`src/hdl/prq_pkg.sv`:
```
`timescale 1ns / 1ps
`default_nettype none
// ----------------------------------------------------------------------------
// prq_pkg - priority ready queue shared definitions
// Sizes, operation and status codes, and the types passed along the cell row.
// ----------------------------------------------------------------------------
package prq_pkg;

   localparam int QUEUE_DEPTH    = 16;
   localparam int PRIORITY_BITS  = 5;
   localparam int THREAD_ID_BITS = 8;
   localparam int COUNT_BITS     = $clog2(QUEUE_DEPTH + 1);

   typedef enum logic [1:0] {
      OP_ENQUEUE = 2'd0,
      OP_DEQUEUE = 2'd1,
      OP_REMOVE  = 2'd2,
      OP_QUERY   = 2'd3
   } op_type;

   typedef enum logic [1:0] {
      ST_OK        = 2'd0,
      ST_EMPTY     = 2'd1,
      ST_FULL      = 2'd2,
      ST_NOT_FOUND = 2'd3
   } status_type;

   // contents of one queue slot
   typedef struct packed {
      logic                      valid;
      logic [THREAD_ID_BITS-1:0] thread;
      logic [PRIORITY_BITS-1:0]  prio;
   } cell_data_type;

   // command broadcast to every cell
   typedef struct packed {
      logic                      apply;
      op_type                    op;
      logic [THREAD_ID_BITS-1:0] thread;
      logic [PRIORITY_BITS-1:0]  prio;
   } cell_cmd_type;

   localparam cell_data_type EMPTY_CELL = '{valid: 1'b0, thread: '0, prio: '0};

endpackage
`default_nettype wire

```
`src/hdl/prq_if.sv`:
```
`timescale 1ns / 1ps
`default_nettype none
// ----------------------------------------------------------------------------
// prq_req_if / prq_rsp_if - request and response channels
// Valid/ready handshake with the queue operation or result as payload.
// ----------------------------------------------------------------------------
interface prq_req_if;
   logic                              valid;
   logic                              ready;
   logic [1:0]                        operation;
   logic [prq_pkg::THREAD_ID_BITS-1:0] thread_id;
   logic [prq_pkg::PRIORITY_BITS-1:0]  priority_req;
   logic [prq_pkg::PRIORITY_BITS-1:0]  current_priority;
   logic                              current_absent_or_idle;
   logic                              current_affinity_ok;

   modport source (output valid, operation, thread_id, priority_req, current_priority,
                   current_absent_or_idle, current_affinity_ok, input ready);
   modport sink   (input valid, operation, thread_id, priority_req, current_priority,
                   current_absent_or_idle, current_affinity_ok, output ready);
endinterface

interface prq_rsp_if;
   logic                              valid;
   logic                              ready;
   logic [1:0]                        status;
   logic [prq_pkg::THREAD_ID_BITS-1:0] out_thread_id;
   logic [prq_pkg::PRIORITY_BITS-1:0]  out_priority;
   logic                              preempt;
   logic [prq_pkg::COUNT_BITS-1:0]     occupancy;

   modport source (output valid, status, out_thread_id, out_priority, preempt, occupancy,
                   input ready);
   modport sink   (input valid, status, out_thread_id, out_priority, preempt, occupancy,
                   output ready);
endinterface
`default_nettype wire

```
`src/hdl/prq_cell.sv`:
```
`timescale 1ns / 1ps
`default_nettype none
// ----------------------------------------------------------------------------
// prq_cell - one slot of the sorted ready queue
// Keeps, inserts, or takes its left or right neighbor's entry per command.
// ----------------------------------------------------------------------------
module prq_cell (
   input  wire                     clock,
   input  wire                     reset,
   input  prq_pkg::cell_cmd_type   cmd,
   input  prq_pkg::cell_data_type  left_data,
   input  prq_pkg::cell_data_type  right_data,
   input  wire                     ge_in,
   input  wire                     hit_in,
   output logic                    ge_out,
   output logic                    hit_out,
   output prq_pkg::cell_data_type  data_out
);
   import prq_pkg::*;

   logic                      valid_ff;
   logic [THREAD_ID_BITS-1:0] thread_ff;
   logic [PRIORITY_BITS-1:0]  prio_ff;
   cell_data_type             slot_cur;
   cell_data_type             slot_in;
   cell_data_type             new_entry;

   // current slot contents as one entry
   assign slot_cur  = '{valid: valid_ff, thread: thread_ff, prio: prio_ff};
   // this slot stays ahead of an incoming entry
   assign ge_out    = slot_cur.valid && (slot_cur.prio >= cmd.prio);
   // first matching thread at or before this slot
   assign hit_out   = hit_in || (slot_cur.valid && (slot_cur.thread == cmd.thread));
   assign new_entry = '{valid: 1'b1, thread: cmd.thread, prio: cmd.prio};
   assign data_out  = slot_cur;

   // next slot contents
   always_comb begin
      slot_in = slot_cur;
      case (cmd.op)
         OP_ENQUEUE: begin
            if (ge_out) begin
               slot_in = slot_cur;
            end else if (ge_in) begin
               slot_in = new_entry;
            end else begin
               slot_in = left_data;
            end
         end
         OP_DEQUEUE: begin
            slot_in = right_data;
         end
         OP_REMOVE: begin
            if (hit_out) begin
               slot_in = right_data;
            end
         end
         default: begin
            slot_in = slot_cur;
         end
      endcase
   end

   // valid bit under reset
   always_ff @(posedge clock) begin
      if (reset) begin
         valid_ff <= 1'b0;
      end else if (cmd.apply) begin
         valid_ff <= slot_in.valid;
      end
   end

   // payload
   always_ff @(posedge clock) begin
      if (cmd.apply) begin
         thread_ff <= slot_in.thread;
         prio_ff   <= slot_in.prio;
      end
   end

endmodule
`default_nettype wire

```
`src/hdl/priority_ready_queue_scheduler_unit.sv`:
```
`timescale 1ns / 1ps
`default_nettype none
// ----------------------------------------------------------------------------
// priority_ready_queue_scheduler_unit - per-processor sorted ready queue
// Enqueue, dequeue, remove-by-id and preemption query on a cell row.
// ----------------------------------------------------------------------------
// Usage:
//   req_chan carries one request: operation, thread id, priority and the
//   running thread's state for a preemption query. rsp_chan returns one
//   response per request: status, dequeued thread and priority, preempt
//   flag and the occupancy after the operation.
//   The response is registered the cycle after the request is taken. One
//   request is taken per cycle while rsp_chan takes each response; every
//   queue cell updates in the same cycle, the remove search ripples through the row.
//   Reset (synchronous) empties the queue and drops any pending response.
//   When rsp_chan stalls, the response register holds and req_chan.ready
//   falls until the response is taken; a request is accepted in the same
//   cycle that the waiting response leaves.
//   Queue full, empty and thread-not-found are reported in status and leave
//   the queue unchanged.
// ----------------------------------------------------------------------------
module priority_ready_queue_scheduler_unit (
   input  wire           clock,
   input  wire           reset,
   prq_req_if.sink       req_chan,
   prq_rsp_if.source     rsp_chan
);
   import prq_pkg::*;

   op_type                    op;
   logic                      accept;
   logic                      full;
   logic                      empty;
   logic [COUNT_BITS-1:0]     count_ff;
   logic [COUNT_BITS-1:0]     count_in;
   cell_cmd_type              cmd;
   cell_data_type             cells [QUEUE_DEPTH];
   logic [QUEUE_DEPTH:0]      hit_chain;
   logic [QUEUE_DEPTH:0]      ge_chain;
   logic [QUEUE_DEPTH-1:0]    valid_vec;
   cell_data_type             head;

   logic                      rsp_valid_ff;
   status_type                status_ff, status_in;
   logic [THREAD_ID_BITS-1:0] otid_ff, otid_in;
   logic [PRIORITY_BITS-1:0]  oprio_ff, oprio_in;
   logic                      preempt_ff, preempt_in;
   logic [COUNT_BITS-1:0]     occ_ff;

   // handshake
   assign req_chan.ready = !rsp_valid_ff || rsp_chan.ready;
   assign accept         = req_chan.valid && req_chan.ready;
   assign op             = op_type'(req_chan.operation);
   assign full           = (count_ff == COUNT_BITS'(QUEUE_DEPTH));
   assign empty          = (count_ff == '0);
   assign head           = cells[0];

   // command broadcast
   always_comb begin
      cmd.op     = op;
      cmd.thread = req_chan.thread_id;
      cmd.prio   = req_chan.priority_req;
      cmd.apply  = 1'b0;
      case (op)
         OP_ENQUEUE: cmd.apply = accept && !full;
         OP_DEQUEUE: cmd.apply = accept && !empty;
         OP_REMOVE:  cmd.apply = accept;
         default:    cmd.apply = 1'b0;
      endcase
   end

   // cell row
   assign ge_chain[0]  = 1'b1;
   assign hit_chain[0] = 1'b0;

   for (genvar i = 0; i < QUEUE_DEPTH; i++) begin : g_cell
      cell_data_type left_d;
      cell_data_type right_d;
      if (i == 0) begin : g_first
         assign left_d = EMPTY_CELL;
      end else begin : g_mid
         assign left_d = cells[i-1];
      end
      if (i == QUEUE_DEPTH - 1) begin : g_last
         assign right_d = EMPTY_CELL;
      end else begin : g_inner
         assign right_d = cells[i+1];
      end
      prq_cell u_cell (
         .clock      (clock),
         .reset      (reset),
         .cmd        (cmd),
         .left_data  (left_d),
         .right_data (right_d),
         .ge_in      (ge_chain[i]),
         .hit_in     (hit_chain[i]),
         .ge_out     (ge_chain[i+1]),
         .hit_out    (hit_chain[i+1]),
         .data_out   (cells[i])
      );
      assign valid_vec[i] = cells[i].valid;
   end

   // response and occupancy
   always_comb begin
      status_in  = ST_OK;
      otid_in    = '0;
      oprio_in   = '0;
      preempt_in = 1'b0;
      count_in   = count_ff;
      case (op)
         OP_ENQUEUE: begin
            if (full) begin
               status_in = ST_FULL;
            end else begin
               count_in = count_ff + COUNT_BITS'(1);
            end
         end
         OP_DEQUEUE: begin
            if (empty) begin
               status_in = ST_EMPTY;
            end else begin
               otid_in  = head.thread;
               oprio_in = head.prio;
               count_in = count_ff - COUNT_BITS'(1);
            end
         end
         OP_REMOVE: begin
            if (hit_chain[QUEUE_DEPTH]) begin
               count_in = count_ff - COUNT_BITS'(1);
            end else begin
               status_in = ST_NOT_FOUND;
            end
         end
         default: begin
            preempt_in = req_chan.current_absent_or_idle || !req_chan.current_affinity_ok ||
                         (head.valid && (head.prio > req_chan.current_priority));
         end
      endcase
   end

   // control registers
   always_ff @(posedge clock) begin
      if (reset) begin
         count_ff     <= '0;
         rsp_valid_ff <= 1'b0;
      end else begin
         if (accept) begin
            count_ff <= count_in;
         end
         if (accept) begin
            rsp_valid_ff <= 1'b1;
         end else if (rsp_chan.ready) begin
            rsp_valid_ff <= 1'b0;
         end
      end
   end

   // response payload
   always_ff @(posedge clock) begin
      if (accept) begin
         status_ff  <= status_in;
         otid_ff    <= otid_in;
         oprio_ff   <= oprio_in;
         preempt_ff <= preempt_in;
         occ_ff     <= count_in;
      end
   end

   assign rsp_chan.valid         = rsp_valid_ff;
   assign rsp_chan.status        = status_ff;
   assign rsp_chan.out_thread_id = otid_ff;
   assign rsp_chan.out_priority  = oprio_ff;
   assign rsp_chan.preempt       = preempt_ff;
   assign rsp_chan.occupancy     = occ_ff;

`ifndef NO_ASSERTIONS
   a_count_range: assert property (@(posedge clock) disable iff (reset)
      count_ff <= COUNT_BITS'(QUEUE_DEPTH))
      else $error("queue count beyond depth");

   a_count_matches_cells: assert property (@(posedge clock) disable iff (reset)
      $countones(valid_vec) == 32'(count_ff))
      else $error("valid cells disagree with count");

   a_valid_prefix: assert property (@(posedge clock) disable iff (reset)
      $onehot0(valid_vec ^ (valid_vec >> 1)) && (valid_vec[0] || valid_vec == '0))
      else $error("valid cells are not a prefix");

   a_rsp_after_accept: assert property (@(posedge clock) disable iff (reset)
      accept |=> rsp_valid_ff && (occ_ff == count_ff))
      else $error("response missing or occupancy mismatch");
`endif

endmodule
`default_nettype wire

```
`src/flat_wrapper.sv`:
```
// flat-port wrapper written by rule: the top's interface ports become plain ports
module priority_ready_queue_scheduler_unit_flat import prq_pkg::*;
  (clock, reset, req_chan_valid, req_chan_operation, req_chan_thread_id, req_chan_priority_req, req_chan_current_priority, req_chan_current_absent_or_idle, req_chan_current_affinity_ok, req_chan_ready, rsp_chan_valid, rsp_chan_status, rsp_chan_out_thread_id, rsp_chan_out_priority, rsp_chan_preempt, rsp_chan_occupancy, rsp_chan_ready);
  prq_req_if req_chan_i ();
  prq_rsp_if rsp_chan_i ();
  input  wire clock;
  input  wire reset;
  input wire logic [$bits(req_chan_i.valid)-1:0] req_chan_valid;
  input wire logic [$bits(req_chan_i.operation)-1:0] req_chan_operation;
  input wire logic [$bits(req_chan_i.thread_id)-1:0] req_chan_thread_id;
  input wire logic [$bits(req_chan_i.priority_req)-1:0] req_chan_priority_req;
  input wire logic [$bits(req_chan_i.current_priority)-1:0] req_chan_current_priority;
  input wire logic [$bits(req_chan_i.current_absent_or_idle)-1:0] req_chan_current_absent_or_idle;
  input wire logic [$bits(req_chan_i.current_affinity_ok)-1:0] req_chan_current_affinity_ok;
  output wire logic [$bits(req_chan_i.ready)-1:0] req_chan_ready;
  output wire logic [$bits(rsp_chan_i.valid)-1:0] rsp_chan_valid;
  output wire logic [$bits(rsp_chan_i.status)-1:0] rsp_chan_status;
  output wire logic [$bits(rsp_chan_i.out_thread_id)-1:0] rsp_chan_out_thread_id;
  output wire logic [$bits(rsp_chan_i.out_priority)-1:0] rsp_chan_out_priority;
  output wire logic [$bits(rsp_chan_i.preempt)-1:0] rsp_chan_preempt;
  output wire logic [$bits(rsp_chan_i.occupancy)-1:0] rsp_chan_occupancy;
  input wire logic [$bits(rsp_chan_i.ready)-1:0] rsp_chan_ready;
  assign req_chan_i.valid = req_chan_valid;
  assign req_chan_i.operation = req_chan_operation;
  assign req_chan_i.thread_id = req_chan_thread_id;
  assign req_chan_i.priority_req = req_chan_priority_req;
  assign req_chan_i.current_priority = req_chan_current_priority;
  assign req_chan_i.current_absent_or_idle = req_chan_current_absent_or_idle;
  assign req_chan_i.current_affinity_ok = req_chan_current_affinity_ok;
  assign req_chan_ready = req_chan_i.ready;
  assign rsp_chan_valid = rsp_chan_i.valid;
  assign rsp_chan_status = rsp_chan_i.status;
  assign rsp_chan_out_thread_id = rsp_chan_i.out_thread_id;
  assign rsp_chan_out_priority = rsp_chan_i.out_priority;
  assign rsp_chan_preempt = rsp_chan_i.preempt;
  assign rsp_chan_occupancy = rsp_chan_i.occupancy;
  assign rsp_chan_i.ready = rsp_chan_ready;
  priority_ready_queue_scheduler_unit u_core (.clock(clock), .reset(reset), .req_chan(req_chan_i), .rsp_chan(rsp_chan_i));
endmodule
```
`config.mk`:
```
export PLATFORM = sky130hd
export DESIGN_NAME = priority_ready_queue_scheduler_unit_flat
export DESIGN_NICKNAME = d
export VERILOG_FILES = /design/src/hdl/prq_pkg.sv /design/src/hdl/prq_if.sv /design/src/hdl/prq_cell.sv /design/src/hdl/priority_ready_queue_scheduler_unit.sv /design/src/flat_wrapper.sv
export SDC_FILE = /design/constraint.sdc
export NUM_CORES = 1
export LEC_CHECK = 0
export ABC_AREA = 1
export BUFFER_PORTS_ARGS = -buffer_cell sky130_fd_sc_hd__buf_2
export CAP_MARGIN = 20
export CORE_MARGIN = 3
export CORE_UTILIZATION = 40
export CTS_BUF_LIST = sky130_fd_sc_hd__clkbuf_16
export CTS_CLUSTER_DIAMETER = 80
export DETAILED_ROUTE_END_ITERATION = 6
export GPL_TIMING_DRIVEN = 0
export HOLD_SLACK_MARGIN = 0.1
export PLACE_DENSITY = 0.57
export SLEW_MARGIN = 20
export SYNTH_ARGS = -nofsm -noshare
export SYNTH_HDL_FRONTEND = slang
export SYNTH_SLANG_ARGS = --single-unit
```
`constraint.sdc`:
```
create_clock -name clock -period 3.7 [get_ports clock]
set_input_delay 0.185 -clock clock [delete_from_list [all_inputs] [get_ports clock]]
set_output_delay 0.185 -clock clock [all_outputs]
set_load 0.02 [all_outputs]
```
==> summary.md <==
| Metric | Value |
|---|---|
| Outcome | complete, no violations |
| CP required | 3910 ps |
| Hold WC Path Type | in -> reg |
| Core area | 0.0402 mm2 |
| Tcrit/Tclk final | 91.4% |
| Met3 Usage GRT | 4.43% |
| Commonest cells in the netlist | o21ai_0 (426), inv_1 (291), nand2_1 (243) |
| Worst clock skew | 15.2 ps |
| Synth Instances | 2015 |
| Clock Path Buffers | 3 |
| Achievable Freq | 296 MHz |
| Vias in the first global route | 15234 |
| Sequential share of the synthesized area | 44.4% |
| Synth Area in Simple Gates | 11.9% |
| Remaining global-route overflow | 0 |
| Die height | 209 um |
| Ports | 49 |
| Worst VDD drop | 0.000370 V |
| Post-Synth Adder-Cell Area | 6.91% |
| Die footprint | 0.0437 mm2 |
| Initial antenna violation count | 1 |
| Final setup viols | 0 |
| Syn Nets | 2132 |
| Area Overhead vs Synth | 12.3% |
| GR Util met1 | 35.7% |
| Pre-Repair DR Iteration Count | 6 |
| FP Rows | 73 |
| Top cells by area, synth | edfxtp_1 (42%), o21ai_0 (13%), a21oi_1 (7.3%) |
| Total CTS buffers | 30 |
| Combinational share of power | 18.2% |
| CTS tree | yes |
| Largest area contributor in the netlist | edfxtp_1 |
| Minimum clock period | 3380 ps |
| Post-synthesis async set-or-reset flop share | 0% |
| Main combinational cell family by area after synthesis | compound AO/OA/AOI/OAI gates |
| EDFF count, synth | 229 |
| # clock sinks | 251 |
| Critical path launch point type | primary input |
| # DRC | 0 |
| Quantity of I/O buffers inserted on ports | 44 |
| HPWL Detailed | 43.6 mm |
| Number of max-cap violations | 0 |
| P_sw | 2.41 mW |
| Top-count cell post-synth | o21ai_0 |
| Initial Utilization | 41.0% |
| Post-layout nets | 2218 |
| Pin count of the biggest net entering global routing | 27 |
| Mapped Avg Cell Area | 8.18 um2 |
| Worst slew pin tran | 1020 ps |
| CP Capture Type | flop |
| Final Cell Area | 0.0185 mm2 |
| Mapped Area | 0.0165 mm2 |
| WL per Instance | 22.3 um |
| Sequential Power Share | 42.5% |
| Final hold violations | 0 |
| XOR/XNOR Fraction of Synth Area | 1.86% |
| Net Sw Frac | 29.8% |
| Max FO, Critical Path | 18 |
| Final Max Tran Viols | 0 |
| Power Internal | 5.68 mW |
| Routability cong. | 0.913 |
| Share of cells above drive strength 1 | 7.96% |
| Yosys top cell area share | 41.7% |
| Worst Path Arrival | 3590 ps |
| Antenna Nets Post-Route | 0 |
| Register bit total from synthesis | 251 |
| Most crowded layer after global routing | met2 |
| Via count | 15234 |
| Mux share of post-synthesis cell area | 0% |
| H-tree depth | 1 |
| Post-DP Area | 0.0174 mm2 |
| Tot Pwr | 8.10 mW |
| Leak pwr | 7.72 nW |
| Post-synthesis compound-gate area fraction | 24.3% |
| Worst-path clk slew | 60 ps |
| Warnings, synthesis | 0 |
| Via density | 5.75 |
| Slew Limit Headroom | 31.7% |
| Unrepaired setup endpoints after global routing | no |
| Aggregate routed wire length | 59.2 mm |
| Pwr Density | 438 mW/mm2 |
| Unique masters post-synth | 48 |
| Met2 Usage GRT | 42.6% |
| Global-route wire length before repair | 89.4 mm |
| Power share of the clock group | 39.3% |
| Worst-Skew Late Latency | 580 ps |
| Top_reg_cell synth | edfxtp_1 |
| Critical path class | in -> reg |
| Gr usage total | 26.3% |
| Die X | 209 um |
| Number of DRC markers in iteration 0 | 1661 |
| Post-CTS Resized | 0 |
| Root Buffer | clkbuf_16 |
==> repair_timing <==
action                                 in CTS  in global routing
endpoints found under the hold margin      11                  0
hold buffers                                8                  0
buffers inserted                            0                  0
==> power groups by stage <==
stage	logic [mW]	registers, mW	clock network, mW
2_1_floorplan	0.918	3.48	0
3_3_place_gp	1.40	3.49	0
3_5_place_dp	1.43	3.50	0
4_1_cts	1.45	3.44	3.20
5_1_grt	1.63	3.46	3.31
6_report	1.47	3.44	3.18
==> placed cells by master (no fill, tap or decap), drive strengths merged <==
| cell | count |
|---|---|
| a211oi | 6 |
| a21boi | 1 |
| a21oi | 241 |
| a221oi | 1 |
| a22oi | 5 |
| a31oi | 11 |
| and2 | 2 |
| and3 | 1 |
| buf | 84 |
| bufinv | 6 |
| clkbuf | 117 |
| clkinv | 14 |
| clkinvlp | 1 |
| dfxtp | 22 |
| diode | 1 |
| dlygate4sd3 | 8 |
| edfxtp | 229 |
| ha | 91 |
| inv | 306 |
| nand2 | 252 |
| nand3 | 50 |
| nand3b | 4 |
| nand4 | 17 |
| nor2 | 109 |
| nor3 | 10 |
| nor4 | 3 |
| o2111ai | 1 |
| o211ai | 2 |
| o21ai | 441 |
| o21bai | 26 |
| o221ai | 1 |
| o22ai | 26 |
| or2 | 1 |
| xnor2 | 23 |
| xor2 | 12 |
==> metal layers <==
| layer | share of wire [%] | vias to the layer above |
|---|---|---|
| met1 | 42 | 7275 |
| met3 | 8.7 | 148 |
| met5 | 0 | - |
| li1 | - | 7107 |
| met4 | 3.7 | 0 |
| met2 | 46 | 704 |
==> per-stage QoR <==
| stage | util, % | instances | setup slack, ps | hold slack [ps] | setup TNS [ps] |
|---|---|---|---|---|---|
| after CTS | 46.0 | 2649 | 361 | 138 | 0 |
| after global routing | 46.0 | 2649 | 101 | 161 | 0 |
| after global placement | 43.2 | 2584 | -314 | 481 | -10600 |
| after detailed placement | 43.3 | 2586 | 273 | 495 | 0 |
| final | 46.0 | 2650 | 319 | 179 | 0 |
| after floorplan | - | 2015 | 876 | 376 | 0 |
==> critical path, cell delays in order <==
cell,delay (ps)
dlygate4sd3_1,520
buf_2,170
inv_2,570
ha_1,350
a21oi_1,150
o21bai_1,80
a21oi_1,130
nor2_1,60
o21ai_1,570
nor2_1,70
nand3b_1,240
inv_1,470
==> cell families after synthesis <==
| logic type | Yosys count |
|---|---|
| DFF | 251 |
| buffers and inverters | 427 |
| xor gates and xnor gates | 35 |
| adders and majority gates | 91 |
| AOI/OAI and AO/OA | 762 |
| and+or+nand+nor | 449 |
==> flip-flops by register name, indices dropped and copies added (netlist names) <==
register	cells
u_core.rsp_chan.out_thread_id	8
u_core.rsp_chan.out_priority	5
u_core.g_cell.u_cell.prio_ff	80
u_core.rsp_chan.preempt	1
u_core.rsp_chan.status	2
u_core.g_cell.u_cell.valid_ff	16
u_core.rsp_chan.occupancy	5
u_core.rsp_chan.valid	1
u_core.g_cell.u_cell.thread_ff	128
u_core.count_ff	5
==> worst paths after layout <==
check                                 startpoint                                     to  slack (ps)  cells after the start
max                     req_chan_priority_req[1]    u_core.g_cell[12].u_cell.prio_ff[0]         320                     12
min                        req_chan_thread_id[2]  u_core.g_cell[15].u_cell.thread_ff[2]         180                      3
max reg2reg                   u_core.count_ff[0]    u_core.g_cell[11].u_cell.prio_ff[3]         530                     11
min reg2reg  u_core.g_cell[15].u_cell.prio_ff[3]    u_core.g_cell[14].u_cell.prio_ff[3]         570                      2
==> final cells by class <==
| class | count | area [um2] |
|---|---|---|
| diodes | 1 | 2.50 |
| plain buffers | 124 | 601 |
| clock buffers | 31 | 776 |
| clock inverters | 24 | 253 |
| fillers | 4063 | 21700 |
| inverters | 303 | 1140 |
| multi-input cells | 1337 | 7430 |
| flip-flops and latches | 251 | 7320 |
| well taps | 525 | 657 |
| repair buffers | 54 | 323 |
(Power assumes the default switching activity.)
